[src/hdl/diff_drive_encoder_odometry_unit_macros.svh]
// Assertion macros used by the odometry RTL.
`ifndef DIFF_DRIVE_ENCODER_ODOMETRY_UNIT_MACROS_SVH
`define DIFF_DRIVE_ENCODER_ODOMETRY_UNIT_MACROS_SVH

`ifndef SYNTHESIS
`define DDEO_ASSERT(lbl, prop) \
  lbl: assert property (@(posedge clk_i) disable iff (!rst_ni) prop) \
    else $error("odometry assertion failed");
`define DDEO_ASSERT_MSG(lbl, prop, msg) \
  lbl: assert property (@(posedge clk_i) disable iff (!rst_ni) prop) \
    else $error(msg);
`else
`define DDEO_ASSERT(lbl, prop)
`define DDEO_ASSERT_MSG(lbl, prop, msg)
`endif

`endif

[src/hdl/ddeo_pkg.sv]
package ddeo_pkg;

  localparam int unsigned CORDIC_STEPS = 24;
  localparam int unsigned CNT_W        = $clog2(CORDIC_STEPS + 1);

  localparam logic [31:0]        TURN_PER_RAD = 32'd683565276;
  localparam logic signed [33:0] CORDIC_GAIN  = 34'sd652032874;

  localparam logic [31:0] LTD_RST = 32'd96517639;
  localparam logic [31:0] RTD_RST = 32'd95842752;
  localparam logic [31:0] ITW_RST = 32'd72005220;

  typedef enum logic [1:0] {
    REG_LTD = 2'd0,
    REG_RTD = 2'd1,
    REG_ITW = 2'd2
  } reg_idx_e;

  typedef struct packed {
    logic        start;
    logic [31:0] angle;
  } cdc_req_t;

  typedef struct packed {
    logic               done;
    logic signed [33:0] cos_v;
    logic signed [33:0] sin_v;
  } cdc_sts_t;

  function automatic logic [31:0] atan_entry(input logic [4:0] idx);
    logic [31:0] r;
    case (idx)
      5'd0:  r = 32'd536870912;
      5'd1:  r = 32'd316933406;
      5'd2:  r = 32'd167458907;
      5'd3:  r = 32'd85004756;
      5'd4:  r = 32'd42667331;
      5'd5:  r = 32'd21354465;
      5'd6:  r = 32'd10679838;
      5'd7:  r = 32'd5340245;
      5'd8:  r = 32'd2670163;
      5'd9:  r = 32'd1335087;
      5'd10: r = 32'd667544;
      5'd11: r = 32'd333772;
      5'd12: r = 32'd166886;
      5'd13: r = 32'd83443;
      5'd14: r = 32'd41722;
      5'd15: r = 32'd20861;
      5'd16: r = 32'd10430;
      5'd17: r = 32'd5215;
      5'd18: r = 32'd2608;
      5'd19: r = 32'd1304;
      5'd20: r = 32'd652;
      5'd21: r = 32'd326;
      5'd22: r = 32'd163;
      5'd23: r = 32'd81;
      5'd24: r = 32'd41;
      5'd25: r = 32'd20;
      5'd26: r = 32'd10;
      5'd27: r = 32'd5;
      5'd28: r = 32'd3;
      5'd29: r = 32'd1;
      5'd30: r = 32'd1;
      default: r = 32'd0;
    endcase
    return r;
  endfunction

endpackage

[src/hdl/ddeo_mul.sv]
module ddeo_mul import ddeo_pkg::*; (
  input  logic               clk_i,
  input  logic signed [33:0] a_i,
  input  logic signed [33:0] b_i,
  output logic signed [67:0] p_o
);

  logic signed [67:0] p_q;

  always_ff @(posedge clk_i) begin
    p_q <= a_i * b_i;
  end

  assign p_o = p_q;

endmodule

[config.mk]
export PLATFORM = sky130hd
export DESIGN_NAME = ddeo_mul
export DESIGN_NICKNAME = d
export VERILOG_FILES = /design/src/hdl/diff_drive_encoder_odometry_unit_macros.svh /design/src/hdl/ddeo_pkg.sv /design/src/hdl/ddeo_mul.sv
export SDC_FILE = /design/constraint.sdc
export NUM_CORES = 2
export LEC_CHECK = 0
export ABC_AREA = 0
export BUFFER_PORTS_ARGS = -buffer_cell sky130_fd_sc_hd__buf_2
export CAP_MARGIN = 20
export CORE_MARGIN = 5
export CORE_UTILIZATION = 67
export CTS_CLUSTER_SIZE = 40
export DETAILED_ROUTE_END_ITERATION = 10
export GPL_TIMING_DRIVEN = 0
export PLACE_DENSITY = 0.85
export SLEW_MARGIN = 20
export SYNTH_ARGS = -nofsm -noshare
export SYNTH_HDL_FRONTEND = slang
export SYNTH_SLANG_ARGS = --single-unit
[constraint.sdc]
create_clock -name clk_i -period 11.6 [get_ports clk_i]
set_clock_uncertainty 0.05 [all_clocks]
set_input_delay 2.32 -clock clk_i [delete_from_list [all_inputs] [get_ports clk_i]]
set_output_delay 2.32 -clock clk_i [all_outputs]
set_load 0.05 [all_outputs]
# Yosys cells after proc, flatten, opt, wreduce, memory -nomap -nowiden
# Index checks and enable logic that the tools add are counted.
# totals
register_bits	68
latch_bits	0
mem_bits_rw	0
mem_bits_ro	0
inputBits	69
out_inout_bits	68
memories	0
# op_classes
add_sub_neg	0
mul	1
div_mod_pow	0
n_lt_le_gt_ge	0
n_eq_ne	0
shift	0
muxes	0
n_bitwise	0
n_reduce_logical	0
# ops
operator	count
34-bit by 34-bit multiplier with 68-bit output	1

# Depth between registers and ports, before layout
# depth
depth_word	1
ltp_mapped	31

# Worst setup path after synthesis
# OpenSTA, ideal clock, no wires.
# synth_timing
path_type	input -> register
from	in a_i[33]
to	reg p_q[65], in the netlist p_o[65]
t_arrival_ns	9.738
required_time_ns	11.478
slack_ns	1.740
stages	24
n_path_buf	2
cell_sequence	clkbuf_1 > nand2_1 > inv_1 > fa_1 > fa_1 > fa_1 > fa_1 > inv_1 > fa_1 > fa_1 > fa_1 > fa_1 > inv_1 > ha_1 > clkdlybuf4s50_2 > nand3_1 > or2_2 > nor2_1 > a221oi_1 > o21ai_0 > a31oi_2 > nor2_2 > o41ai_2 > xnor2_1
# synth_via
elab_chain_cells	1
# synth_rtl
item	line	rtl
start: declaration	ddeo_mul.sv:3	input logic signed [33:0] a_i,
34-bit by 34-bit multiplier with 68-bit output	ddeo_mul.sv:11	p_q <= a_i * b_i;
end signal: assignment	ddeo_mul.sv:11	
end: declaration	ddeo_mul.sv:8	logic signed [67:0] p_q;
# Every way passes these cells.

# Worst setup path in the final report
# layout_timing
from	in b_i[10]
to	reg p_q[66], in the netlist p_o[66]
# layout_via
elab_chain_cells	1
# layout_rtl
item	line	rtl
start: declaration	ddeo_mul.sv:4	input logic signed [33:0] b_i,
34-bit by 34-bit multiplier with 68-bit output	ddeo_mul.sv:11	
# Every way passes these cells.

==> qor.yml <==
global_routing:
  overflow: 0
  track_usage_pct: 47.3
  antenna_found_initial: 23
  grt_pass1_wl_mm: 236
  grt_pass1_vias: 37000
  grt_max_degree: 18
floorplanning:
  io_pins: 137
  die_y_um: 263
  core_area_sq_um: 64000
  initial_core_util_pct: 67.2
  die_w_um: 263
  die-area_sq_um: 69400
  rows: 93
synthesis:
  synth_nets: 6068
  synth_ff_type: "dfxtp_1"
  ys_seq_area_share_pct: 3.16
  synthArstFlopShare_pct: 0
  avgSynthCellArea_sq_um: 9.45
  netlist_area_sq_um: 43000
  synth_edf_count: 0
  yosysWarnings: 0
  synthDistinctLibCells: 69
  syn_inst: 4554
  yosys_register_bits: 68
placed_design:
  io_buffer_count: 130
  place_area_sq_um: 44800
  hpwl_mm: 132
  placedCellCount: 5541
  gp_congestion: 1.13
drt:
  dr_wl_met2_mm: 69.0
  viasPerCell: 6.05
  wl_per_cell_um: 28.6
  dr.pass1.iters: 6
  top_layer: "met5"
  drtIter0Drc: 3836
  drt_wl_total_mm: 160
  vias: 33900
  wl_met3_mm: 22.6
  drtAntennaViolNets: 0
  wl_met1_mm: 51.8
  drc: 0
timing:
  grt_setup_unrepaired: "no"
  slew_viol_final: 0
  layout_worst_path_cycle_share_pct: 98.5
  period_needed_ns: 11.42
  finalHoldViolCount: 0
  hold_slack_ns: 2.28
  clock.fmax_mhz: 87.6
  finalSetupViolations: 0
  slew_headroom_pct: 12.3
  worst_pin_slew_ns: 1.31
clock_network:
  cts_made_buffers: 9
  clk_path_buf_depth: 2
  cts_tree: "built"
  clock-sinks: 68
  cts_root_buffer: "clkbuf_16"
  clkTransAtPathRegs_ns: 0.07
  cts-htree-levels: 3
finish:
  nets: 6212
  stdcell_count: 5600
  syn2layout_area_growth_pct: 5.16
  fillers: 4841
  fin_area_sq_um: 45200
  final_util_pct: 70.7
  drive_above_1_share_pct: 4.44
  largest_reg_flops: 68
setup_path:
  path_max_fanout: 10
  startpoint: "b_i[10]"
  cp-start-kind: "input port"
  crit_required_ns: 11.87
  worst_path_largest_cell_delay_ns: 0.87
  crit_type: "input port to register"
  crit_slowest_cell: "fa_1"
  crit_path_end_kind: "register"
  arrival_ns: 11.70
  path_cells: "buf_2 > clkbuf_1 > nand2_1 > fa_1 > fa_1 > fa_1 > inv_1 > fa_1 > fa_1 > fa_1 > fa_1 > inv_1 > fa_1 > inv_1 > ha_1 > a21oi_1 > o21a_1 > o21ai_0 > a221oi_1 > o41ai_1 > a31oi_4 > o31ai_4 > a221oi_2 > xnor2_1"
  crit_path_frequent_cell: "fa_1"
status:
  outcome: "finished clean"
run:
  drv_cap: 0
worst_hold_path:
  hold_start: "a_i[0]"
  min_path_type: "input port to register"
==> through the flow <==
stage,setup TNS (ns),setup slack [ns]
finish,0,0.179
detailed placement,-0.503,-0.324
global route,0,0.0915
CTS,0,0.0640
global placement,-1.02,-0.392
floorplan,0,1.74
==> cells in the final DEF, fill, tap and decap left out, drive strengths merged, types with 10 or more instances in the layout <==
| cell type | n |
|---|---|
| fa | 1241 |
| inv | 1232 |
| and2 | 623 |
| nand2 | 542 |
| clkbuf | 227 |
| ha | 204 |
| buf | 143 |
| dfxtp | 68 |
| a21oi | 63 |
| xnor2 | 56 |
| nor2 | 56 |
| diode | 42 |
| o21ai | 41 |
| a21o | 37 |
| xor2 | 23 |
| nand2b | 20 |
| o21bai | 12 |
| nand4 | 11 |
| nand3 | 11 |
| a31oi | 10 |
==> cells by family (layout without fill, tap and decap cells) <==
group,after synthesis,in the layout,share of synthesized area [%]
AOI/OAI and AO/OA,206,206,3.35
DFF,68,68,3.16
and+or+nand+nor,1296,1296,15.4
other,0,42,0
buffers and inverters,1460,1609,12.8
xor gates and xnor gates,79,79,1.61
adders and majority gates,1445,1445,63.7
==> path summary, 6_finish.rpt <==
| kind | endpoint | slack [ns] | depth (start not counted) |
|---|---|---|---|
| max | p_o[66]$_DFF_P_ | 0.18 | 24 |
| min | p_o[0]$_DFF_P_ | 2.28 | 2 |
==> Yosys cell counts, types with 11 or more instances <==
cell type	count	area (sq um)
fa_1	1241	24800
inv_1	1231	4620
and2_1	621	3880
nand2_1	542	2030
clkbuf_1	214	803
ha_1	204	2550
dfxtp_1	68	1360
a21oi_1	61	305
xnor2_1	56	490
nor2_1	54	203
a21o_1	37	278
o21ai_0	31	155
xor2_1	23	201
nand2b_1	20	125
o21bai_1	12	90.1
nand3_1	11	55.1
nand4_1	11	68.8
==> area by class of cell <==
type / count / area, sq um / share of cell area, %
Tap cell: 855 / 1070 / 2.36
Buffer: 227 / 910 / 2.01
Clock buffer: 11 / 253 / 0.559
Antenna cell: 42 / 105 / 0.232
Clock inverter: 5 / 58.8 / 0.130
Sequential cell: 68 / 1360 / 3.01
Inverter: 1232 / 4620 / 10.2
Timing Repair Buffer: 134 / 704 / 1.56
Multi-Input combinational cell: 3026 / 36200 / 79.9
==> worst max-delay path: cells and delay by family <==
kind,cells,cell delay (ns)
buf+inv,5,1.19
compound gates,8,2.74
xor+xnor,1,0.18
fa+ha+maj,9,4.93
simple gates,1,0.29
==> repair_timing <==
action / 4_1_cts / 5_1_grt
buffers inserted: 0 / 0
resized for setup: 0 / 13
hold buffers: 0 / 0
endpoints found under the setup margin: 0 / 12
==> routing by layer <==
layer	up-vias	track usage [%]
met4	20	34.8
met5	-	0.901
met1	17100	56.5
met2	2727	69.9
li1	13100	-
met3	927	18.2
Power is left out: the tool's default activity adds up to more than one toggle a clock period on the data nets, which glitch-free logic cannot reach.
