===== config.mk =====
export PLATFORM = sky130hd
export DESIGN_NAME = ddeo_cordic
export DESIGN_NICKNAME = d
export VERILOG_FILES = /design/src/hdl/diff_drive_encoder_odometry_unit_macros.svh /design/src/hdl/ddeo_pkg.sv /design/src/hdl/ddeo_cordic.sv
export SDC_FILE = /design/constraint.sdc
export NUM_CORES = 1
export LEC_CHECK = 0
export BUFFER_PORTS_ARGS = -buffer_cell sky130_fd_sc_hd__buf_4
export CAP_MARGIN = 40
export CELL_PAD_IN_SITES_DETAIL_PLACEMENT = 2
export CELL_PAD_IN_SITES_GLOBAL_PLACEMENT = 2
export CORE_MARGIN = 1.5
export CORE_UTILIZATION = 38
export DETAILED_ROUTE_END_ITERATION = 12
export PLACE_DENSITY = 0.88
export SYNTH_ARGS = -nofsm -noshare
export SYNTH_HDL_FRONTEND = slang
export SYNTH_SLANG_ARGS = --single-unit
export TNS_END_PERCENT = 30

===== constraint.sdc =====
create_clock -name clk_i -period 8.27 [get_ports clk_i]
set_clock_uncertainty 0.1 [all_clocks]
set_input_delay 0 -clock clk_i [delete_from_list [all_inputs] [get_ports clk_i]]
set_output_delay 0 -clock clk_i [all_outputs]
set_load 0.005 [all_outputs]

===== src/hdl/diff_drive_encoder_odometry_unit_macros.svh =====
// Assertion macros used by the odometry RTL.
`ifndef DIFF_DRIVE_ENCODER_ODOMETRY_UNIT_MACROS_SVH
`define DIFF_DRIVE_ENCODER_ODOMETRY_UNIT_MACROS_SVH

`ifndef SYNTHESIS
`define DDEO_ASSERT(lbl, prop) \
  lbl: assert property (@(posedge clk_i) disable iff (!rst_ni) prop) \
    else $error("odometry assertion failed");
`define DDEO_ASSERT_MSG(lbl, prop, msg) \
  lbl: assert property (@(posedge clk_i) disable iff (!rst_ni) prop) \
    else $error(msg);
`else
`define DDEO_ASSERT(lbl, prop)
`define DDEO_ASSERT_MSG(lbl, prop, msg)
`endif

`endif


===== src/hdl/ddeo_pkg.sv =====
package ddeo_pkg;

  localparam int unsigned CORDIC_STEPS = 24;
  localparam int unsigned CNT_W        = $clog2(CORDIC_STEPS + 1);

  localparam logic [31:0]        TURN_PER_RAD = 32'd683565276;
  localparam logic signed [33:0] CORDIC_GAIN  = 34'sd652032874;

  localparam logic [31:0] LTD_RST = 32'd96517639;
  localparam logic [31:0] RTD_RST = 32'd95842752;
  localparam logic [31:0] ITW_RST = 32'd72005220;

  typedef enum logic [1:0] {
    REG_LTD = 2'd0,
    REG_RTD = 2'd1,
    REG_ITW = 2'd2
  } reg_idx_e;

  typedef struct packed {
    logic        start;
    logic [31:0] angle;
  } cdc_req_t;

  typedef struct packed {
    logic               done;
    logic signed [33:0] cos_v;
    logic signed [33:0] sin_v;
  } cdc_sts_t;

  function automatic logic [31:0] atan_entry(input logic [4:0] idx);
    logic [31:0] r;
    case (idx)
      5'd0:  r = 32'd536870912;
      5'd1:  r = 32'd316933406;
      5'd2:  r = 32'd167458907;
      5'd3:  r = 32'd85004756;
      5'd4:  r = 32'd42667331;
      5'd5:  r = 32'd21354465;
      5'd6:  r = 32'd10679838;
      5'd7:  r = 32'd5340245;
      5'd8:  r = 32'd2670163;
      5'd9:  r = 32'd1335087;
      5'd10: r = 32'd667544;
      5'd11: r = 32'd333772;
      5'd12: r = 32'd166886;
      5'd13: r = 32'd83443;
      5'd14: r = 32'd41722;
      5'd15: r = 32'd20861;
      5'd16: r = 32'd10430;
      5'd17: r = 32'd5215;
      5'd18: r = 32'd2608;
      5'd19: r = 32'd1304;
      5'd20: r = 32'd652;
      5'd21: r = 32'd326;
      5'd22: r = 32'd163;
      5'd23: r = 32'd81;
      5'd24: r = 32'd41;
      5'd25: r = 32'd20;
      5'd26: r = 32'd10;
      5'd27: r = 32'd5;
      5'd28: r = 32'd3;
      5'd29: r = 32'd1;
      5'd30: r = 32'd1;
      default: r = 32'd0;
    endcase
    return r;
  endfunction

endpackage


===== src/hdl/ddeo_cordic.sv =====
module ddeo_cordic import ddeo_pkg::*; (
  input  logic     clk_i,
  input  logic     rst_ni,
  input  cdc_req_t req_i,
  output cdc_sts_t sts_o
);

  logic               busy_q, busy_d;
  logic               done_q, done_d;
  logic               flip_q, flip_d;
  logic [CNT_W-1:0]   cnt_q, cnt_d;
  logic signed [33:0] x_q, x_d, y_q, y_d, z_q, z_d;
  logic signed [33:0] xs, ys, at;
  logic [4:0]         idx;
  logic               flip_in;
  logic [31:0]        ang_red;

  assign idx     = 5'(cnt_q);
  assign xs      = x_q >>> idx;
  assign ys      = y_q >>> idx;
  assign at      = {2'b00, atan_entry(idx)};
  // angle + quarter turn lands in the upper half: rotate by a half turn
  assign flip_in = req_i.angle[31] ^ req_i.angle[30];
  assign ang_red = flip_in ? {~req_i.angle[31], req_i.angle[30:0]} : req_i.angle;

  always_comb begin
    busy_d = busy_q;
    done_d = 1'b0;
    flip_d = flip_q;
    cnt_d  = cnt_q;
    x_d    = x_q;
    y_d    = y_q;
    z_d    = z_q;
    if (req_i.start) begin
      busy_d = 1'b1;
      flip_d = flip_in;
      cnt_d  = '0;
      x_d    = CORDIC_GAIN;
      y_d    = '0;
      z_d    = {{2{ang_red[31]}}, ang_red};
    end else if (busy_q) begin
      if (cnt_q == CNT_W'(CORDIC_STEPS)) begin
        busy_d = 1'b0;
        done_d = 1'b1;
        if (flip_q) begin
          x_d = -x_q;
          y_d = -y_q;
        end
      end else begin
        cnt_d = cnt_q + 1'b1;
        if (!z_q[33]) begin
          x_d = x_q - ys;
          y_d = y_q + xs;
          z_d = z_q - at;
        end else begin
          x_d = x_q + ys;
          y_d = y_q - xs;
          z_d = z_q + at;
        end
      end
    end
  end

  always_ff @(posedge clk_i or negedge rst_ni) begin
    if (!rst_ni) begin
      busy_q <= 1'b0;
      done_q <= 1'b0;
      cnt_q  <= '0;
    end else begin
      busy_q <= busy_d;
      done_q <= done_d;
      cnt_q  <= cnt_d;
    end
  end

  always_ff @(posedge clk_i) begin
    flip_q <= flip_d;
    x_q    <= x_d;
    y_q    <= y_d;
    z_q    <= z_d;
  end

  assign sts_o.done  = done_q;
  assign sts_o.cos_v = x_q;
  assign sts_o.sin_v = y_q;

endmodule

**After elaboration in Yosys (flattened, before gate mapping)**

Memories as Yosys holds them, arrays and structs flattened.
Index checks and enable logic that the tools add are counted.

- Bits in registers: 110
- Bits in read-only memories: 960
- Bits of input ports: 35
- Logic and storage cells: 47
- Memories: 1

Memories:

| memory | depth | bits a word | rd ports | clocked after memory_dff | wr ports | line | source |
|---|---|---|---|---|---|---|---|
| (name not given) | 32 | 30 | 1 | 0 | 0 | ddeo_pkg.sv:32 | `case (idx)` |

- $add $sub $neg: 9
- Equal/unequal tests: 3
- Shift-type cells: 2
- Multiplexer cells: 20
- Bitwise gates (word level): 2
- Reduce and logical (&&, ||, !) cells: 3

Operators by type and width:

| cell | count |
|---|---|
| $mux 34 | 10 |
| $add 34x34->34 | 2 |
| $neg 34->34 | 2 |
| $sshr 34x5->34 | 2 |
| $sub 34x34->34 | 2 |
| $add 34x33->34 | 1 |
| $sub 34x33->34 | 1 |
| $mux 32 | 1 |
| $mux 5 | 3 |
| $mux 1 | 6 |
| $add 5x1->5 const B | 1 |
| $eq 5x5->1 const B | 1 |
| $ne 2x2->1 const B | 2 |
| $reduce_and 2->1 | 2 |
| $reduce_bool 2->1 | 1 |
| $not 1->1 | 1 |
| $xor 1x1->1 | 1 |

**Depth between registers and ports, before layout**

Gate-level depths: netlist of run 1.
An unclocked memory read counts as a cell.

- Depth in word-level cells: 6
- Depth in mapped cells: 27
- Mapped depth without buffers: 22

**Worst setup path before layout of run 1**

Ideal clock, no wire load.

- Path kind: flip-flop to flip-flop
- From: register cnt_q[1]
- To: register z_q[32] (data pin)
- Setup time: 0.260 ns
- Arrival: 5.389 ns
- Required time: 7.910 ns
- Setup slack: 2.521 ns
- Stages on the path, launching flop included: 25
- Clock period less this slack: 5.749 ns
- Cell sequence: dfrtp_1 > buf_4 > inv_2 > buf_1 > buf_2 > ha_1 > clkbuf_1 > mux4_2 > a211oi_2 > and4_1 > nand4_1 > nor2b_1 > buf_2 > xor2_1 > ha_1 > a21o_1 > a21o_1 > a21o_1 > a21oi_1 > o21ai_0 > a32oi_1 > o31ai_1 > o21ai_0 > xnor2_1 > mux2_2

- Cells in the longest elaborated chain, start to end: 6

RTL lines:

| element | line | source |
|---|---|---|
| start, declared | ddeo_cordic.sv:11 | `logic [CNT_W-1:0] cnt_q, cnt_d;` |
| start signal, assigned | ddeo_cordic.sv:72 | `cnt_q <= cnt_d;` |
| $mem_v2 32x30 (*) | -- |  |
| $sub 34x33->34 / $add 34x33->34 (equally long branches) | ddeo_cordic.sv:54, ddeo_cordic.sv:58 |  |
| $mux 34 (*) | ddeo_cordic.sv:51 | `if (!z_q[33]) begin` |
| $mux 34 (*) | ddeo_cordic.sv:42 | `if (cnt_q == CNT_W'(CORDIC_STEPS)) begin` |
| $mux 34 (*) | ddeo_cordic.sv:41 | `end else if (busy_q) begin` |
| $mux 34 (*) | ddeo_cordic.sv:34 | `if (req_i.start) begin` |
| net z_d[32] | ddeo_cordic.sv:12 | `logic signed [33:0] x_q, x_d, y_q, y_d, z_q, z_d;` |
| end signal, assigned | ddeo_cordic.sv:80 | `z_q <= z_d;` |
| end, declared | ddeo_cordic.sv:12 |  |

Mark *: on every way through the listed nets, which the timed path passes. The rest lies on a longest branch. The select of a mux whose other input is x is not followed.
A chain may end at the register's enable or synchronous reset.

**Worst setup path after layout of run 1**

- From: register cnt_q[0]
- To: register z_q[32] (data pin)

The elaborated chain is that of the path after synthesis.

==> metrics.txt, run 1 <==
# TYPE chip_impl_metric gauge
chip_impl_info{name="outcome",value="complete, no violations"} 1
chip_impl_metric{name="core-area",unit="um2"} 48000
chip_impl_metric{name="drt-wirelength-per-cell",unit="um"} 28.4
chip_impl_metric{name="worst_slew_margin_rel",unit="%"} 31.1
chip_impl_metric{name="io_buffers",unit=""} 103
chip_impl_metric{name="grt_pass1_vias",unit=""} 21400
chip_impl_metric{name="antenna_cells",unit=""} 0
chip_impl_metric{name="maxCapViolCount",unit=""} 0
chip_impl_metric{name="drt_first_pass_iters",unit=""} 7
chip_impl_metric{name="ios",unit=""} 104
chip_impl_metric{name="post_route_cells_drive_above_1_share",unit="%"} 13.5
chip_impl_metric{name="clk_latency",unit="ps"} 440
chip_impl_metric{name="report.final.hold_viol_count",unit=""} 0
chip_impl_metric{name="postCtsSetupBuffers",unit=""} 0
chip_impl_metric{name="timing.fmax",unit="MHz"} 135
chip_impl_metric{name="power_per_cell_area",unit="nW/um2"} 523
chip_impl_metric{name="antenna_found_initial",unit=""} 1
chip_impl_metric{name="pin_count_of_the_biggest_net_entering_global_routing",unit=""} 66
chip_impl_metric{name="post_synth_inst_count",unit=""} 2408
chip_impl_metric{name="cts_made_buffers",unit=""} 9
chip_impl_info{name="ys_top_cells_by_count",value="a21oi_1 (220), nor2_1 (206), nand2_1 (205)"} 1
chip_impl_metric{name="fin_crit",unit="ps"} 7390
chip_impl_info{name="worst_setup_path_start_kind",value="flip-flop"} 1
chip_impl_metric{name="global_route.usage.total",unit="%"} 33.6
chip_impl_metric{name="final_critical_path_setup_slack",unit="ps"} 878
chip_impl_metric{name="ys.warnings.count",unit=""} 0
chip_impl_metric{name="vias",unit=""} 20300
chip_impl_metric{name="synth.lib_cells_used.distinct",unit=""} 113
chip_impl_info{name="cts_tree",value="yes"} 1
chip_impl_metric{name="die_y",unit="um"} 224
chip_impl_metric{name="clk_pin_slew_worst_paths",unit="ps"} 90
chip_impl_metric{name="static-leakage-power",unit="nW"} 8.07
chip_impl_info{name="end_kind",value="flip-flop"} 1
chip_impl_metric{name="timing.final.crit_share",unit="%"} 89.4
chip_impl_metric{name="cp.arrival",unit="ps"} 7490
chip_impl_metric{name="setup_violations",unit=""} 0
chip_impl_metric{name="hpwl",unit="um"} 63300
chip_impl_metric{name="async_reset_ff_share",unit="%"} 6.36
chip_impl_metric{name="synth_top_area_share",unit="%"} 7.99
chip_impl_metric{name="finalSetupTns",unit="ps"} 0
chip_impl_metric{name="place_worst_setup_slack",unit="ps"} 1030
chip_impl_metric{name="die_area",unit="um2"} 50300
chip_impl_metric{name="via_per_inst",unit=""} 6.74
chip_impl_info{name="yosys.cell_count.top_type",value="a21oi_1"} 1
chip_impl_metric{name="grt_overflow_total",unit=""} 0
chip_impl_metric{name="cts_buffer_depth",unit=""} 2
chip_impl_info{name="cts_root_buf",value="clkbuf_16"} 1
chip_impl_metric{name="starting_utilization_of_the_core_area",unit="%"} 38.7
chip_impl_info{name="setup.worst_path.class",value="reg -> reg"} 1
chip_impl_metric{name="route.detailed.drc",unit=""} 0
chip_impl_info{name="synth_area_leader_cell",value="mux4_2"} 1
chip_impl_metric{name="placement_rows",unit=""} 80
chip_impl_metric{name="cts.htree.levels",unit=""} 3
chip_impl_metric{name="ys_ff_latch",unit=""} 110
chip_impl_metric{name="cts.sinks",unit=""} 110
chip_impl_metric{name="worst-slew-pin-transition",unit="ps"} 1030
chip_impl_metric{name="critPathRequiredTime",unit="ps"} 8370
chip_impl_metric{name="timing_max_transition_violations_final",unit=""} 0
chip_impl_metric{name="synth_enable_flop_cells",unit=""} 35
chip_impl_metric{name="syn-mean-instance-area",unit="um2"} 7.72
chip_impl_metric{name="global_route_wire_length_before_repair",unit="um"} 131000
chip_impl_metric{name="final_net_count",unit=""} 2549
chip_impl_metric{name="final_util",unit="%"} 42.0
chip_impl_metric{name="routed_wl",unit="um"} 85600
chip_impl_info{name="worst_hold_check_path_type",value="in -> reg"} 1
chip_impl_metric{name="worst_hold_path.num_cells",unit=""} 4
chip_impl_metric{name="r2r_cells",unit=""} 20
chip_impl_metric{name="vdd_ir_drop_max",unit="uV"} 193
chip_impl_metric{name="synthToLayoutAreaGrowth",unit="%"} 8.39
chip_impl_metric{name="synth_area",unit="um2"} 18600
chip_impl_metric{name="critPathMaxFanout",unit=""} 56
chip_impl_info{name="synth_top_cells_by_area",value="mux4_2 (8.0%), ha_1 (7.7%), dfxtp_1 (7.3%)"} 1
chip_impl_metric{name="total_power",unit="mW"} 10.5
chip_impl_metric{name="detail_route.iter0.violations",unit=""} 1752
chip_impl_info{name="rsz0062_at_grt",value="false"} 1
chip_impl_metric{name="antenna_left",unit=""} 0
chip_impl_metric{name="yosysSeqAreaShare",unit="%"} 13.9
chip_impl_metric{name="die_w",unit="um"} 224
chip_impl_metric{name="synthesis.nets",unit=""} 2561
chip_impl_info{name="synth_ff_type",value="dfxtp_1"} 1
chip_impl_metric{name="gp_congestion",unit=""} 1.02
state kept, by name, summed over array words and instances, names as in the netlist:
signal / cells
z_q: 34
x_q: 34
busy_q: 1
cnt_q: 5
done_q: 1
y_q: 34
flip_q: 1
metrics by stage:
stage	std cells	hold WS [ps]	area, um2
6_report	3016	297	20200
5_1_grt	3016	325	20200
2_1_floorplan	2408	-396	18600
3_3_place_gp	2961	-270	19500
4_1_cts	3016	278	20200
3_5_place_dp	2964	-268	19500
kinds of logic after synthesis:
| logic type | count (synthesis) | share of synthesized area, % |
|---|---|---|
| buffers and inverters | 257 | 6.59 |
| adder cells (fa/ha/maj) | 118 | 8.06 |
| XOR/XNOR | 167 | 7.86 |
| flip-flops | 110 | 13.9 |
| AND/OR/NAND/NOR | 772 | 20.6 |
| AO/OA/AOI/OAI | 803 | 27.9 |
| multiplexers | 181 | 15.1 |
area by class of cell:
type / instances / area (um2)
Sequential cell: 110 / 2600
Clock inverter: 7 / 72.6
Fill cell: 5536 / 27900
Multi-Input combinational cell: 2041 / 14800
Tap cell: 615 / 769
Inverter: 57 / 214
Timing Repair Buffer: 177 / 1450
Clock buffer: 9 / 225
critical path, cell delays in order (launching register included):
cell and delay [ps]:
dfrtp_4 980, inv_2 460, ha_1 510, nand2b_1 250, nand2_1 200, a22oi_1 550
nand3_1 270, nor4_2 370, nand4_1 250, nor2b_1 340, xor2_1 220, ha_1 340
inv_1 90, o21ai_0 300, o32ai_1 130, a21oi_1 420, a32oi_1 330, o31ai_1 390
o21ai_0 180, xnor2_1 150, mux2_2 270
cells in the final DEF (no fill, tap or decap), types with 13 or more instances in the layout:
| cell type | synthesis | final |
|---|---|---|
| ha_1 | 115 | 115 |
| nand3_1 | 61 | 60 |
| a31oi_1 | 54 | 54 |
| nand4_1 | 13 | 13 |
| mux2_2 | 30 | 30 |
| mux2i_1 | 75 | 75 |
| mux4_2 | 66 | 66 |
| nand2_1 | 205 | 205 |
| o31ai_1 | 17 | 17 |
| and3_1 | 24 | 24 |
| a211oi_1 | 27 | 27 |
| buf_4 | 15 | 137 |
| edfxtp_1 | 35 | 35 |
| dfxtp_1 | 68 | 68 |
| inv_1 | 53 | 52 |
| a21o_1 | 67 | 67 |
| or3_1 | 23 | 23 |
| o21ai_0 | 171 | 171 |
| o22ai_1 | 28 | 28 |
| nor2_1 | 206 | 205 |
| a22oi_1 | 25 | 25 |
| xor2_1 | 72 | 72 |
| and2_1 | 16 | 16 |
| nand2b_1 | 31 | 31 |
| nor3_1 | 82 | 80 |
| a21oi_1 | 220 | 220 |
| o21a_1 | 22 | 21 |
| nor2b_1 | 32 | 32 |
| dlygate4sd3_1 | 0 | 36 |
| o211ai_1 | 24 | 24 |
| xnor2_1 | 95 | 95 |
timing repair:
action,CTS,global route
hold endpoints to repair,46,0
hold buffers,36,0
resized for setup,0,0
final timing paths:
path	endpoint	slack [ps]	startpoint
setup / recovery	z_q[32]	880	cnt_q[0]
setup reg to reg	z_q[32]	880	cnt_q[0]
min in group asynchronous	cnt_q[2]	480	rst_ni
hold / removal	z_q[25]	300	req_i[25]
hold reg to reg	y_q[0]	500	y_q[0]
max in group asynchronous	cnt_q[0]	7290	rst_ni
layer usage:
metal  part of all wire (%)  vias to the layer above  GRT usage (%)
met4                    4.2                        2           13.9
met1                     42                    10300           41.6
met5                  0.015                        -              0
met3                    6.2                      205           5.81
met2                     48                      760           57.5
li1                       -                     9021              -
power breakdown:
group | total [mW] | internal, mW | leakage [nW] | switching, mW
registers | 1.52 | 0.862 | 1.03 | 0.659
clock network | 0.496 | 0.216 | 0.145 | 0.281
logic | 8.52 | 3.63 | 6.90 | 4.88
total | 10.5 | 4.71 | 8.07 | 5.82
Note: power is estimated with default switching activity, not from simulation.
==> inputs of run 2 (changes only) <==
--- a/config.mk
+++ b/config.mk
@@ -5,14 +5,15 @@
 export SDC_FILE = /design/constraint.sdc
 export NUM_CORES = 1
 export LEC_CHECK = 0
+export ABC_AREA = 1
 export BUFFER_PORTS_ARGS = -buffer_cell sky130_fd_sc_hd__buf_4
 export CAP_MARGIN = 40
 export CELL_PAD_IN_SITES_DETAIL_PLACEMENT = 2
 export CELL_PAD_IN_SITES_GLOBAL_PLACEMENT = 2
 export CORE_MARGIN = 1.5
-export CORE_UTILIZATION = 38
+export CORE_UTILIZATION = 34
 export DETAILED_ROUTE_END_ITERATION = 12
-export PLACE_DENSITY = 0.88
+export PLACE_DENSITY = 0.89
 export SYNTH_ARGS = -nofsm -noshare
 export SYNTH_HDL_FRONTEND = slang
 export SYNTH_SLANG_ARGS = --single-unit
==> metrics.txt, run 2 <==
# TYPE chip_impl_metric gauge
chip_impl_info{name="outcome",value="complete, no violations"} 1
chip_impl_metric{name="routed_wl",unit="um"} 89300
chip_impl_metric{name="cp_slowest_stage_delay",unit="ps"} 770
chip_impl_metric{name="core-area",unit="um2"} 52700
chip_impl_metric{name="detail_route.iter0.violations",unit=""} 1209
chip_impl_info{name="ys_top_cells_by_count",value="nand2_1 (867), nand3_1 (413), inv_1 (298)"} 1
chip_impl_metric{name="global_route.usage.total",unit="%"} 32.5
chip_impl_metric{name="synth_top_area_share",unit="%"} 17.9
chip_impl_metric{name="cts_made_buffers",unit=""} 9
chip_impl_metric{name="critPathRequiredTime",unit="ps"} 8480
chip_impl_metric{name="met3_length",unit="um"} 2890
chip_impl_metric{name="async_reset_ff_share",unit="%"} 6.36
chip_impl_metric{name="ios",unit=""} 104
chip_impl_metric{name="cts.htree.levels",unit=""} 3
chip_impl_metric{name="cts_buffer_depth",unit=""} 2
chip_impl_metric{name="grt_overflow_total",unit=""} 0
chip_impl_info{name="rsz0062_at_grt",value="false"} 1
chip_impl_metric{name="pin_count_of_the_biggest_net_entering_global_routing",unit=""} 75
chip_impl_metric{name="vias",unit=""} 22800
chip_impl_info{name="cts_tree",value="yes"} 1
chip_impl_metric{name="cts_resized",unit=""} 0
chip_impl_metric{name="via_per_inst",unit=""} 5.86
chip_impl_metric{name="starting_utilization_of_the_core_area",unit="%"} 34.5
chip_impl_metric{name="worst-slew-pin-transition",unit="ps"} 946
chip_impl_metric{name="gp_congestion",unit=""} 0.941
chip_impl_info{name="dr.max_layer_used",value="met5"} 1
chip_impl_metric{name="ys.warnings.count",unit=""} 0
chip_impl_info{name="top_flop_regs",value="x_q (34), y_q (34), z_q (34)"} 1
chip_impl_metric{name="timing_max_transition_violations_final",unit=""} 0
chip_impl_info{name="end_kind",value="flip-flop"} 1
chip_impl_metric{name="route.detailed.drc",unit=""} 0
chip_impl_metric{name="placement_rows",unit=""} 84
chip_impl_metric{name="dr_wl_met2",unit="um"} 44800
chip_impl_metric{name="power_per_cell_area",unit="nW/um2"} 533
chip_impl_metric{name="die_w",unit="um"} 234
chip_impl_metric{name="grt_pass1_vias",unit=""} 25100
chip_impl_info{name="final_common_cell",value="nand2_1"} 1
chip_impl_metric{name="syn-mean-instance-area",unit="um2"} 5.75
chip_impl_metric{name="post_synth_inst_count",unit=""} 3162
chip_impl_metric{name="detail_route.wirelength.met1",unit="um"} 38200
chip_impl_metric{name="maxCapViolCount",unit=""} 0
chip_impl_info{name="synth_ff_type",value="dfxtp_1"} 1
chip_impl_info{name="commonest_cells_after_routing_fill_and_taps_aside",value="nand2_1 (865), nand3_1 (413), inv_1 (296)"} 1
chip_impl_metric{name="die_area",unit="um2"} 54800
chip_impl_metric{name="worst_slew_margin_rel",unit="%"} 36.9
chip_impl_metric{name="finalSetupTns",unit="ps"} 0
chip_impl_metric{name="drt-wirelength-per-cell",unit="um"} 23.0
chip_impl_metric{name="final_net_count",unit=""} 3349
chip_impl_metric{name="yosysSeqAreaShare",unit="%"} 14.2
chip_impl_metric{name="global_route_wire_length_before_repair",unit="um"} 140000
chip_impl_metric{name="final_util",unit="%"} 38.0
chip_impl_metric{name="clk_pin_slew_worst_paths",unit="ps"} 100
chip_impl_metric{name="hpwl",unit="um"} 69900
chip_impl_metric{name="synth.lib_cells_used.distinct",unit=""} 63
chip_impl_metric{name="die_y",unit="um"} 234
chip_impl_metric{name="cp.arrival",unit="ps"} 6740
chip_impl_metric{name="setup_violations",unit=""} 0
chip_impl_metric{name="r2r_setup_slack",unit="ps"} 1740
chip_impl_metric{name="post_route_cells_drive_above_1_share",unit="%"} 8.56
chip_impl_metric{name="ys_ff_latch",unit=""} 110
chip_impl_info{name="worst_setup_path_start_kind",value="flip-flop"} 1
chip_impl_metric{name="report.final.hold_viol_count",unit=""} 0
chip_impl_metric{name="timing.final.crit_share",unit="%"} 78.9
chip_impl_metric{name="antenna_found_initial",unit=""} 1
chip_impl_metric{name="drt_first_pass_iters",unit=""} 5
chip_impl_info{name="synth_area_leader_cell",value="nand2_1"} 1
chip_impl_info{name="setup.worst_path.class",value="reg -> reg"} 1
chip_impl_info{name="cts_root_buf",value="clkbuf_16"} 1
chip_impl_metric{name="vdd_ir_drop_max",unit="uV"} 194
chip_impl_info{name="critical_path.slowest_cell",value="dfrtp_2"} 1
chip_impl_metric{name="io_buffers",unit=""} 103
chip_impl_info{name="crit_path_frequent_cell",value="nand2_1"} 1
chip_impl_info{name="synth_top_cells_by_area",value="nand2_1 (18%), nand3_1 (11%), ha_1 (7.9%)"} 1
chip_impl_metric{name="synth_enable_flop_cells",unit=""} 35
chip_impl_metric{name="critPathMaxFanout",unit=""} 51
chip_impl_metric{name="antenna_left",unit=""} 0
chip_impl_metric{name="static-leakage-power",unit="nW"} 9.70
chip_impl_info{name="yosys.cell_count.top_type",value="nand2_1"} 1
chip_impl_metric{name="synthesis.nets",unit=""} 3315
chip_impl_metric{name="fin_crit",unit="ps"} 6530
chip_impl_metric{name="timing.fmax",unit="MHz"} 153
chip_impl_metric{name="antenna_cells",unit=""} 0
chip_impl_metric{name="cts.sinks",unit=""} 110
chip_impl_info{name="worst_hold_check_path_type",value="in -> reg"} 1
chip_impl_metric{name="synthToLayoutAreaGrowth",unit="%"} 10.0
chip_impl_metric{name="clk_latency",unit="ps"} 430
chip_impl_metric{name="synth_area",unit="um2"} 18200
==> run 2: changes by cell type after synthesis, moves of 62 or more <==
cell / delta
nor2_1: +62
mux2i_1: -75
nand2_1: +662
nand3_1: +352
mux4_2: -66
inv_1: +245
==> run 2: worst paths after layout <==
path | startpoint | endpoint | cells after the start
max | cnt_q[0] | x_q[23] | 31
min | req_i[32] | y_q[4] | 2
max reg2reg | cnt_q[0] | x_q[23] | 31
min reg2reg | busy_q | done_q | 2
max in group asynchronous | rst_ni | cnt_q[4] | 3
min in group asynchronous | rst_ni | cnt_q[0] | 3
==> run 2: area by class of cell <==
class,count,area [um2]
fill,6743,32700
clock buffer,11,254
clock inverter,5,46.3
timing repair buffer,160,1340
tap,688,861
inverter,319,1200
sequential,110,2590
multi-input combinational,2596,13700
==> run 2: metrics by stage <==
stage	setup slack (ps)	power [mW]	instances	hold slack (ps)	area, um2
finish	1740	10.7	3889	20.6	20000
global route	1300	11.7	3889	56.6	20000
CTS	1900	10.5	3889	7.49	20000
detailed placement	1950	9.90	3838	-256	19300
global placement	2340	9.25	3834	-257	19300
floorplan	3800	7.14	3162	-396	18200
==> run 2: layer usage <==
layer  GRT usage (%)  vias to the layer above
met3            3.16                      195
met2            59.0                      539
met5               0                        -
met1            39.0                    11400
li1                -                    10600
met4            13.1                        2
==> run 2: cell families after synthesis <==
family,Yosys count,synth area share [%]
fa+ha+maj,118,8.25
compound gates,609,18.9
xor+xnor,130,6.27
flops,110,14.2
simple gates,1739,41.9
buf+inv,456,10.5
==> run 2: power by group <==
| group | switching (mW) | internal (mW) | leakage, nW | total (mW) |
|---|---|---|---|---|
| Combinational | 5.73 | 3.03 | 8.53 | 8.76 |
| Clock | 0.286 | 0.230 | 0.148 | 0.516 |
| Sequential | 0.530 | 0.853 | 1.03 | 1.38 |
==> run 2: what timing repair did <==
| action | in CTS | in global routing |
|---|---|---|
| endpoints found under the hold margin | 42 | 0 |
| setup buffers | 0 | 0 |
| hold buffers | 35 | 0 |
==> run 2: worst max-delay path: cells and delay by family (launching register included) <==
kind | cells | cell delay (ps)
AO/OA/AOI/OAI | 5 | 1500
XOR/XNOR | 1 | 260
adder cells (fa/ha/maj) | 2 | 550
buffers and inverters | 5 | 930
flip-flops | 1 | 770
AND/OR/NAND/NOR | 18 | 2230
==> inputs of run 3 (changes only) <==
==> constraint.sdc (replaced) <==
create_clock -name clk_i -period 6.1 [get_ports clk_i]
set_clock_uncertainty 0.1 [all_clocks]
set_input_delay 0 -clock clk_i [delete_from_list [all_inputs] [get_ports clk_i]]
set_output_delay 0 -clock clk_i [all_outputs]
set_load 0.005 [all_outputs]
==> metrics.txt, run 3 (synthesis results as in run 2) <==
# TYPE chip_impl_metric gauge
chip_impl_metric{name="die_y",unit="um"} 234
chip_impl_metric{name="r2r_setup_slack",unit="ps"} 390
chip_impl_metric{name="ios",unit=""} 104
chip_impl_metric{name="via_per_inst",unit=""} 5.83
chip_impl_metric{name="timing_max_transition_violations_final",unit=""} 0
chip_impl_metric{name="post_route_cells_drive_above_1_share",unit="%"} 8.97
chip_impl_info{name="path_delay_family",value="simple AND/OR/NAND/NOR gates"} 1
chip_impl_metric{name="timing.fmax",unit="MHz"} 175
chip_impl_info{name="commonest_cells_after_routing_fill_and_taps_aside",value="nand2_1 (865), nand3_1 (412), inv_1 (296)"} 1
chip_impl_info{name="dr.max_layer_used",value="met4"} 1
chip_impl_info{name="top_flop_regs",value="x_q (34), y_q (34), z_q (34)"} 1
chip_impl_metric{name="worst-slew-pin-transition",unit="ps"} 868
chip_impl_info{name="crit_path_frequent_cell",value="nand2_1"} 1
chip_impl_metric{name="core-area",unit="um2"} 52700
chip_impl_metric{name="cp_num_buf_inv",unit=""} 8
chip_impl_metric{name="grt_overflow_total",unit=""} 0
chip_impl_metric{name="starting_utilization_of_the_core_area",unit="%"} 34.5
chip_impl_metric{name="cts_made_buffers",unit=""} 9
chip_impl_metric{name="critPathMaxFanout",unit=""} 23
chip_impl_metric{name="r2r_cells",unit=""} 33
chip_impl_metric{name="final_critical_path_setup_slack",unit="ps"} 387
chip_impl_metric{name="clk_pin_slew_worst_paths",unit="ps"} 100
chip_impl_info{name="setup.worst_path.class",value="reg -> reg"} 1
chip_impl_metric{name="timing.final.crit_share",unit="%"} 93.7
chip_impl_metric{name="met3_length",unit="um"} 2810
chip_impl_metric{name="critPathRequiredTime",unit="ps"} 6270
chip_impl_metric{name="fin_crit",unit="ps"} 5710
chip_impl_metric{name="global_route.usage.total",unit="%"} 32.1
chip_impl_metric{name="worst_slew_margin_rel",unit="%"} 42.2
chip_impl_info{name="cts_tree",value="yes"} 1
chip_impl_info{name="r2r-end",value="x_q[29]"} 1
chip_impl_info{name="worst_hold_check_path_type",value="in -> reg"} 1
chip_impl_metric{name="drt-wirelength-per-cell",unit="um"} 22.6
chip_impl_metric{name="placement_rows",unit=""} 84
chip_impl_metric{name="die_w",unit="um"} 234
chip_impl_metric{name="drt_first_pass_iters",unit=""} 5
chip_impl_metric{name="maxCapViolCount",unit=""} 0
chip_impl_metric{name="route.detailed.drc",unit=""} 0
chip_impl_info{name="worst_r2r_startpoint",value="cnt_q[1]"} 1
chip_impl_metric{name="power_per_cell_area",unit="nW/um2"} 719
chip_impl_metric{name="cts_buffer_depth",unit=""} 2
chip_impl_info{name="final_common_cell",value="nand2_1"} 1
chip_impl_metric{name="setup_violations",unit=""} 0
chip_impl_metric{name="die_area",unit="um2"} 54800
chip_impl_metric{name="final_net_count",unit=""} 3360
chip_impl_metric{name="routed_wl",unit="um"} 88300
chip_impl_info{name="outcome",value="complete, no violations"} 1
chip_impl_metric{name="dr_wl_met2",unit="um"} 44000
chip_impl_metric{name="report.final.hold_viol_count",unit=""} 0
chip_impl_metric{name="vias",unit=""} 22700
chip_impl_metric{name="detail_route.iter0.violations",unit=""} 1270
chip_impl_info{name="critical_path.slowest_cell",value="dfrtp_4"} 1
chip_impl_info{name="end_kind",value="flip-flop"} 1
chip_impl_metric{name="antenna_found_initial",unit=""} 0
chip_impl_info{name="end_point_of_the_worst_hold_path",value="y_q[8]"} 1
chip_impl_metric{name="grt_pass1_vias",unit=""} 24900
chip_impl_info{name="worst_setup_path_start_kind",value="flip-flop"} 1
chip_impl_metric{name="io_buffers",unit=""} 103
chip_impl_metric{name="vdd_ir_drop_max",unit="uV"} 255
chip_impl_metric{name="cp_slowest_stage_delay",unit="ps"} 610
chip_impl_metric{name="hpwl",unit="um"} 69700
chip_impl_metric{name="pin_count_of_the_biggest_net_entering_global_routing",unit=""} 76
chip_impl_metric{name="synthToLayoutAreaGrowth",unit="%"} 10.7
chip_impl_metric{name="worst_hold_path.num_cells",unit=""} 2
chip_impl_metric{name="gp_congestion",unit=""} 0.923
chip_impl_info{name="cts_root_buf",value="clkbuf_16"} 1
chip_impl_metric{name="antenna_cells",unit=""} 0
chip_impl_metric{name="static-leakage-power",unit="nW"} 9.76
chip_impl_metric{name="cts.htree.levels",unit=""} 3
chip_impl_metric{name="global_route_wire_length_before_repair",unit="um"} 139000
chip_impl_metric{name="total_power",unit="mW"} 14.5
chip_impl_metric{name="place_worst_setup_slack",unit="ps"} 190
chip_impl_metric{name="cp.arrival",unit="ps"} 5880
chip_impl_metric{name="clk_latency",unit="ps"} 420
chip_impl_metric{name="cts.sinks",unit=""} 110
chip_impl_info{name="holdCritStartpoint",value="req_i[32]"} 1
chip_impl_metric{name="antenna_left",unit=""} 0
chip_impl_metric{name="detail_route.wirelength.met1",unit="um"} 38200
run 3: cell types whose count changed in the layout (fill, tap and decap cells not counted), moves of 2 or more:
cell    delta
inv_6      -2
buf_8      +2
buf_12     +2
inv_8      +3
buf_4      +8
run 3: report_power, final:
part           internal [mW]  switching, mW  leakage, nW
Sequential              1.16          0.673         1.03
Clock                  0.291          0.375        0.143
Combinational           4.16           7.81         8.59
run 3: per-layer routing:
layer,GRT usage (%),up-vias
met5,0,-
met4,12.5,0
met3,3.43,175
met2,57.8,519
met1,38.9,11400
li1,-,10700
run 3: how the worst max path moves through the flow:
stage	start	to	slack [ps]	cells after the start
finish	cnt_q[1]	x_q[29]	390	33
global route	cnt_q[0]	x_q[29]	-20	34
CTS	cnt_q[1]	x_q[29]	90	33
detailed placement	cnt_q[1]	x_q[29]	190	33
global placement	cnt_q[0]	z_q[33]	600	26
floorplan	cnt_q[1]	z_q[33]	1630	30
run 3: metrics by stage:
step | instance area (um2) | TNS (ps) | std cells | util, % | hold slack (ps)
global route | 20100 | -20.8 | 3900 | 38.2 | 7.52
finish | 20100 | 0 | 3900 | 38.2 | 27.6
global placement | 19400 | 0 | 3846 | 36.8 | -266
detailed placement | 19400 | 0 | 3848 | 36.9 | -265
CTS | 20000 | 0 | 3899 | 38.1 | 1.12
floorplan | 18200 | 0 | 3162 | - | -396
run 3: layout make-up:
type | count | area, um2
Clock buffer | 10 | 229
Clock inverter | 6 | 60.1
Fill cell | 6786 | 32600
Inverter | 319 | 1220
Multi-Input combinational cell | 2596 | 13700
Sequential cell | 110 | 2590
Tap cell | 688 | 861
Timing Repair Buffer | 171 | 1440
run 3: repair_timing:
action | in CTS | in global routing
endpoints found under the setup margin | 0 | 21
hold buffers | 35 | 0
gates resized for setup | 0 | 16
hold endpoints to repair | 41 | 0
buffers inserted | 0 | 1
